## config.mk

```make
export PLATFORM = sky130hd
export DESIGN_NAME = greedy_change_maker
export DESIGN_NICKNAME = d
export VERILOG_FILES = /design/src/design/gcm_pkg.sv /design/src/design/greedy_change_maker.sv /design/src/design/gcm_bit_stage.sv
export SDC_FILE = /design/constraint.sdc
export NUM_CORES = 2
export LEC_CHECK = 0
export ABC_CLOCK_PERIOD_IN_PS = 105000
export BUFFER_PORTS_ARGS = -buffer_cell sky130_fd_sc_hd__buf_2
export CAP_MARGIN = 40
export CORE_MARGIN = 2
export CORE_UTILIZATION = 33
export CTS_BUF_LIST = sky130_fd_sc_hd__clkbuf_8 sky130_fd_sc_hd__clkbuf_16
export DETAILED_ROUTE_END_ITERATION = 10
export PLACE_DENSITY = 0.51
export SETUP_SLACK_MARGIN = 0.2
export SLEW_MARGIN = 20
export SYNTH_ARGS = -nofsm -noshare
export SYNTH_HDL_FRONTEND = slang
export SYNTH_SLANG_ARGS = --single-unit
export TNS_END_PERCENT = 10
```

## constraint.sdc

```tcl
create_clock -name clk_i -period 105 [get_ports clk_i]
set_input_delay 21 -clock clk_i [delete_from_list [all_inputs] [get_ports clk_i]]
set_output_delay 21 -clock clk_i [all_outputs]
set_load 0.01 [all_outputs]
```

## src/design/gcm_pkg.sv

```systemverilog
`default_nettype none

package gcm_pkg;

  localparam int NumDenoms = 4;
  localparam int AmountW   = 16;
  localparam int CountW    = 8;
  localparam int InUseW    = 3;
  localparam int CfgIdxW   = $clog2(NumDenoms + 1);

  // Register indexes on the configuration port.
  localparam logic [CfgIdxW-1:0] RegCoinsInUse = CfgIdxW'(NumDenoms);

  localparam logic [NumDenoms-1:0][AmountW-1:0] CoinValueReset = {
    16'd10, 16'd5, 16'd2, 16'd1
  };
  localparam logic [InUseW-1:0] CoinsInUseReset = 3'd4;

  // One request as it travels down the pipeline.
  typedef struct packed {
    logic [AmountW-1:0]                rem;
    logic [NumDenoms-1:0][CountW-1:0]  stock;
    logic [NumDenoms-1:0][CountW-1:0]  used;
  } item_t;

endpackage

`default_nettype wire

```

## src/design/greedy_change_maker.sv

```systemverilog
// Greedy change maker with limited coin stock.
//
// A request carries an amount and the coins on hand of each denomination. It
// is taken at a clock edge where in_valid_i is high and in_stall_o is low. The
// block walks the denominations in use from the highest index down and pays
// out as many coins of each as the stock and the remaining amount allow. The
// result (per-denomination counts and the exact flag) leaves on the out_*
// channel and is taken when out_valid_o is high and out_stall_i is low.
//
// The walk runs as a pipeline of one stage per count bit per denomination,
// 32 stages, plus an output register, and one request can be taken every
// cycle while the receiver is not stalling a waiting result.
// When the receiver stalls with a result waiting, the whole pipeline holds;
// bubbles keep moving while the output register is empty.
//
// Reset clears all valid bits and loads the coin values 1, 2, 5 and 10 with
// four denominations in use. Configuration writes belong in idle periods.
`default_nettype none

module greedy_change_maker (
  input  wire logic                          clk_i,
  input  wire logic                          rst_ni,
  input  wire logic                          cfg_we_i,
  input  wire logic [gcm_pkg::CfgIdxW-1:0]   cfg_idx_i,
  input  wire logic [gcm_pkg::AmountW-1:0]   cfg_data_i,
  input  wire logic                          in_valid_i,
  output      logic                          in_stall_o,
  input  wire logic [gcm_pkg::AmountW-1:0]   amount_i,
  input  wire logic [gcm_pkg::CountW-1:0]    stock_0_i,
  input  wire logic [gcm_pkg::CountW-1:0]    stock_1_i,
  input  wire logic [gcm_pkg::CountW-1:0]    stock_2_i,
  input  wire logic [gcm_pkg::CountW-1:0]    stock_3_i,
  output      logic                          out_valid_o,
  input  wire logic                          out_stall_i,
  output      logic                          exact_o,
  output      logic [gcm_pkg::CountW-1:0]    used_0_o,
  output      logic [gcm_pkg::CountW-1:0]    used_1_o,
  output      logic [gcm_pkg::CountW-1:0]    used_2_o,
  output      logic [gcm_pkg::CountW-1:0]    used_3_o
);

  localparam int NumStages = gcm_pkg::NumDenoms * gcm_pkg::CountW;

  logic [gcm_pkg::NumDenoms-1:0][gcm_pkg::AmountW-1:0] coin_value_q;
  logic [gcm_pkg::InUseW-1:0]                          coins_in_use_q;
  logic [gcm_pkg::InUseW-1:0]                          n_eff;
  logic [gcm_pkg::NumDenoms-1:0]                       denom_on;

  logic                                   en;
  logic [NumStages:0]                     vld;
  gcm_pkg::item_t                         item [NumStages+1];

  logic                                   out_vld_q;
  logic                                   exact_q;
  logic [gcm_pkg::NumDenoms-1:0][gcm_pkg::CountW-1:0] used_q;

  // Configuration registers.
  always_ff @(posedge clk_i or negedge rst_ni) begin
    if (!rst_ni) begin
      coin_value_q   <= gcm_pkg::CoinValueReset;
      coins_in_use_q <= gcm_pkg::CoinsInUseReset;
    end else if (cfg_we_i) begin
      if (cfg_idx_i < gcm_pkg::RegCoinsInUse) begin
        coin_value_q[cfg_idx_i[$clog2(gcm_pkg::NumDenoms)-1:0]] <= cfg_data_i;
      end else if (cfg_idx_i == gcm_pkg::RegCoinsInUse) begin
        coins_in_use_q <= cfg_data_i[gcm_pkg::InUseW-1:0];
      end
    end
  end

  always_comb begin
    if (coins_in_use_q > gcm_pkg::InUseW'(gcm_pkg::NumDenoms)) begin
      n_eff = gcm_pkg::InUseW'(gcm_pkg::NumDenoms);
    end else begin
      n_eff = coins_in_use_q;
    end
    for (int d = 0; d < gcm_pkg::NumDenoms; d++) begin
      denom_on[d] = (n_eff > gcm_pkg::InUseW'(d)) && (coin_value_q[d] != '0);
    end
  end

  // The pipeline holds only while a finished result is refused.
  assign en         = !(out_vld_q && out_stall_i);
  assign in_stall_o = !en;

  always_comb begin
    vld[0]            = in_valid_i;
    item[0].rem       = amount_i;
    item[0].stock[0]  = stock_0_i;
    item[0].stock[1]  = stock_1_i;
    item[0].stock[2]  = stock_2_i;
    item[0].stock[3]  = stock_3_i;
    item[0].used      = '0;
  end

  for (genvar k = 0; k < NumStages; k++) begin : g_stage
    localparam int D = gcm_pkg::NumDenoms - 1 - (k / gcm_pkg::CountW);
    localparam int B = gcm_pkg::CountW - 1 - (k % gcm_pkg::CountW);

    gcm_bit_stage #(
      .Denom (D),
      .Bit   (B)
    ) u_stage (
      .clk_i        (clk_i),
      .rst_ni       (rst_ni),
      .en_i         (en),
      .in_use_i     (denom_on[D]),
      .coin_value_i (coin_value_q[D]),
      .vld_i        (vld[k]),
      .item_i       (item[k]),
      .vld_o        (vld[k+1]),
      .item_o       (item[k+1])
    );
  end

  // Output register.
  always_ff @(posedge clk_i or negedge rst_ni) begin
    if (!rst_ni) begin
      out_vld_q <= 1'b0;
    end else if (en) begin
      out_vld_q <= vld[NumStages];
    end
  end

  always_ff @(posedge clk_i) begin
    if (en) begin
      exact_q <= (item[NumStages].rem == '0);
      used_q  <= item[NumStages].used;
    end
  end

  assign out_valid_o = out_vld_q;
  assign exact_o     = exact_q;
  assign used_0_o    = used_q[0];
  assign used_1_o    = used_q[1];
  assign used_2_o    = used_q[2];
  assign used_3_o    = used_q[3];

endmodule

`default_nettype wire

```

## src/design/gcm_bit_stage.sv

```systemverilog
`default_nettype none

module gcm_bit_stage #(
  parameter int Denom = 0,
  parameter int Bit   = 0
) (
  input  wire logic                          clk_i,
  input  wire logic                          rst_ni,
  input  wire logic                          en_i,
  input  wire logic                          in_use_i,
  input  wire logic [gcm_pkg::AmountW-1:0]   coin_value_i,
  input  wire logic                          vld_i,
  input  wire gcm_pkg::item_t                item_i,
  output      logic                          vld_o,
  output      gcm_pkg::item_t                item_o
);

  localparam int AccW = gcm_pkg::AmountW + gcm_pkg::CountW;

  logic [gcm_pkg::CountW-1:0] trial_cnt;
  logic [AccW-1:0]            shifted;
  logic [AccW:0]              diff;
  logic                       take;
  gcm_pkg::item_t             item_d;
  gcm_pkg::item_t             item_q;
  logic                       vld_q;

  // Setting count bits from the top finds the largest count that both fits
  // the stock and keeps the remainder non-negative, since the valid counts
  // form a range starting at zero.
  always_comb begin
    trial_cnt = item_i.used[Denom] | (gcm_pkg::CountW'(1) << Bit);
    shifted   = {{gcm_pkg::CountW{1'b0}}, coin_value_i} << Bit;
    diff      = {1'b0, {gcm_pkg::CountW{1'b0}}, item_i.rem} - {1'b0, shifted};
    take      = in_use_i && !diff[AccW] && (trial_cnt <= item_i.stock[Denom]);
    item_d    = item_i;
    if (take) begin
      item_d.used[Denom] = trial_cnt;
      item_d.rem         = diff[gcm_pkg::AmountW-1:0];
    end
  end

  always_ff @(posedge clk_i or negedge rst_ni) begin
    if (!rst_ni) begin
      vld_q <= 1'b0;
    end else if (en_i) begin
      vld_q <= vld_i;
    end
  end

  always_ff @(posedge clk_i) begin
    if (en_i) begin
      item_q <= item_d;
    end
  end

  assign vld_o  = vld_q;
  assign item_o = item_q;

endmodule

`default_nettype wire

```

==> results.tsv <==
stage	metric	value	unit
worst_setup_path	biggest fanout along the worst timing path	42	
cts	number of buffers inserted for hold repair after clock tree synthesis	0	
cts	clock transition at the register clock pins on the worst setup and hold paths after CTS	0.06	ns
synthesis	mean post-synth cell area	14.8	um2
worst_setup_path	startpoint type of the worst setup path	input port	
drt	DRC marker count from the first detailed-route iteration	2694	
grt	GR Util All Layers	0.121	
cts	H-tree levels	4	
worst_setup_path	maximum cell stage delay along the critical path	0.42	ns
finish	most common library cell in the layout ignoring fill and taps	sky130_fd_sc_hd__edfxtp_1	
floorplanning	die outline width	494	um
placement	Final HPWL DP	102000	um
cts	clock tree from TritonCTS	built	
grt	number of global-route vias before repair	42700	
timing	number of setup violations in the final report	0	
drt	Avg WL per Cell	16.7	um
timing	worst-case headroom to the max-slew limit	0.312	
worst_setup_path	Arr. time, crit path	21.80	ns
drt	number of iterations in the first detailed-routing pass	5	
synthesis	Yosys warning total	0	
cts	clock network latency to the later pin of the worst-skew pair	0.85	ns
synthesis	area share of the largest cell type after synthesis	0.637	
timing	worst hold margin	0.383	ns
worst_setup_path	CP Capture Type	output port	
synthesis	Seq/Total Area, Yosys	0.668	
placement	pre-CTS setup slack	62.15	ns
timing	setup total negative slack	0	ns
cts	cts repair resizes	0	
timing	number of pins exceeding their max-slew limit in the final report	0	
synthesis	flip-flop and latch count after synthesis	1781	
cts	clock net sink count	1781	
worst_hold_path	worst hold-check path type	flop to flop	
placement	GPL Wtd Cong	0.819	
synthesis	async set-or-reset flop fraction in the synthesized netlist	0.0561	
worst_setup_path	most prevalent standard cell on the critical path	sky130_fd_sc_hd__buf_2	
finish	fraction of final layout cells with drive strength greater than 1	0.143	
drt	number of vias in the routed layout	43000	
run_status	status	finished clean	
cts	buffer depth of the longest clock path	3	
synthesis	cells after synthesis	5362	
worst_setup_path	CP Buf/Inv Count	3	
cts	Root Buffer Master	sky130_fd_sc_hd__clkbuf_16	
floorplanning	area of the die	244000	um2
placement	count of input and output buffers	106	
drt	number of nets with antenna violations after detailed routing	0	
worst_setup_path	largest delay contributor family on the critical path	simple AND/OR/NAND/NOR gates	
synthesis	cell type contributing the most total cell area after synthesis	sky130_fd_sc_hd__edfxtp_1	
floorplanning	vertical die dimension	494	um
worst_setup_path	worst-path cell chain	buf_2 > nand2_4 > inv_1 > buf_2	
flow_run	max cap viols	0	
finish	area of the multi-input gates	24800	um2
floorplanning	area of the placeable core	238000	um2
grt	maximum number of pins on one net before global-route repair	190	
finish	Net count, final	6287	
grt	wire length of the first global-routing pass	236000	um
synthesis	main flop type after synthesis	sky130_fd_sc_hd__edfxtp_1	
cts	number of buffers inserted during clock tree synthesis	196	
timing	setup slack of the critical path after layout	62.20	ns
finish	fill count	22300	
synthesis	leading cell types by total area after synthesis	sky130_fd_sc_hd__edfxtp_1 64%, sky130_fd_sc_hd__ha_1 8.1%, sky130_fd_sc_hd__mux2_2 4.3%	
drt	number of remaining DRC errors	0	
finish	storage element area	53000	um2
synthesis	number of synthesized flops with an enable pin	1681	
worst_setup_path	Max stage delay cell, worst path	sky130_fd_sc_hd__nand2_4	
timing	post-route fraction of the period consumed by the critical path	0.408	
finish	layout-stage area growth over the synthesis result	14.7	%
synthesis	number of distinct library cells after synthesis	81	
power	leakage component of the power	34.8	nW
finish	highest-count cells in the layout ignoring fill and taps	1681 x sky130_fd_sc_hd__edfxtp_1, 512 x sky130_fd_sc_hd__ha_1, 368 x sky130_fd_sc_hd__inv_1	
timing	pin slew with the least headroom to its limit	1.03	ns
drt	via-per-instance ratio	4.77	
grt	total grt overflow	0	
drt	total wire length after detailed routing	150000	um
timing	clock tree skew after final layout	0.0644	ns
power	maximum vdd ir drop	0.0145	mV
synthesis	Net Count, Synth	5978	
power	power per cell area	33.4	nW/um2
worst_setup_path	critical setup path kind	input port to output port	
floorplanning	initial standard-cell utilization of the core	0.333	
floorplanning	top-level I/O count	107	
cts	post-CTS setup buffer count	0	
timing	maximum clock frequency	23.4	MHz
worst_setup_path	critical path required time	84.00	ns
grt	initial antenna violation count	32	
floorplanning	count of standard-cell rows	179	
timing	Hold Vio Cnt, Final	0	
timing	RSZ-0062 raised after global routing	no	
timing	final critical-path required period	42.80	ns
synthesis	total standard cell area after synthesis	79300	um2
[cells by family (layout without fill, tap and decap cells)]
kind of cell             count (synthesis)  count (layout)  synth area share
buffers and inverters                  403             875            0.0196
XOR/XNOR                               260             260            0.0287
other                                    0               3                 0
adder cells (fa/ha/maj)                544             544            0.0889
flip-flops                            1781            1781             0.668
AO/OA/AOI/OAI                         1053            1053            0.0826
multiplexers                           365             365            0.0510
AND/OR/NAND/NOR                        956             956            0.0609
[metal layers]
metal / vias to the layer above / part of all wire / global-route usage
met5: - / 0 / 0
met4: 0 / 0.027 / 0.0386
met3: 286 / 0.045 / 0.0234
met2: 766 / 0.45 / 0.192
met1: 20900 / 0.47 / 0.167
li1: 21000 / - / -
[worst paths after layout]
kind	from	end	slack, ns	cells after the start
max	out_stall_i	in_stall_o	62.20	4
min	g_stage[10].u_stage.item_o[41]$_DFFE_PN_	g_stage[11].u_stage.item_o[41]$_DFFE_PN_	0.38	0
max reg2reg	out_valid_o$_DFFE_PN0N_	g_stage[31].u_stage.item_o[24]$_DFFE_PN_	100.04	9
min reg2reg	g_stage[10].u_stage.item_o[41]$_DFFE_PN_	g_stage[11].u_stage.item_o[41]$_DFFE_PN_	0.38	0
max in group asynchronous	rst_ni	coin_value_q[49]$_DFFE_PN1P_	83.75	3
min in group asynchronous	rst_ni	g_stage[5].u_stage.vld_o$_DFFE_PN0N_	20.11	1
[sequential cells by signal, summed over array words and instances, names as in the netlist]
signal and cells:
used_2_o 8, g_stage.u_stage.vld_o 32, coin_value_q 64, out_valid_o 1, used_1_o 8, used_3_o 8, exact_o 1, coins_in_use_q 3
g_stage.u_stage.item_o 1648, used_0_o 8
[cell usage after synthesis, drive strengths merged, types with 17 or more instances]
master and count:
and3 18, nor2 211, o31ai 25, nor2b 110, a31oi 36, mux2i 56
dfrtp 93, nand3 56, mux2 309, o21ai 324, inv 333, xnor2 177
a211oi 30, nand4 36, nand2 247, fa 32, a21boi 23, a21o 103
nor4 36, ha 512, nand2b 78, o21a 66, edfxtp 1681, xor2 83
o211ai 17, buf 24, clkbuf 46, nor3 71, a21oi 291
[metrics by stage]
step	utilization	area [um2]	cells	power, W
floorplan	-	79300	5362	0.00242
global placement	0.352	84000	8612	0.00233
detailed placement	0.354	84300	8635	0.00237
CTS	0.381	90800	8996	0.00307
global route	0.381	90900	9004	0.00326
finish	0.381	90900	9004	0.00303
[power by group]
group	leakage (nW)	internal [W]	total, W	switching, W
Clock	3.30	0.000386	0.000675	0.000289
Combinational	13.3	0.000455	0.00104	0.000582
Sequential	18.2	0.00120	0.00132	0.000126
[cell type report]
class / instances / area share
Sequential cell: 1781 / 0.583
Multi-Input combinational cell: 3178 / 0.273
Clock buffer: 207 / 0.0560
Tap cell: 3167 / 0.0436
Clock inverter: 154 / 0.0154
Timing Repair Buffer: 181 / 0.0152
Inverter: 333 / 0.0137
Antenna cell: 3 / 0.0000826
Power figures use the tool's default switching activity.
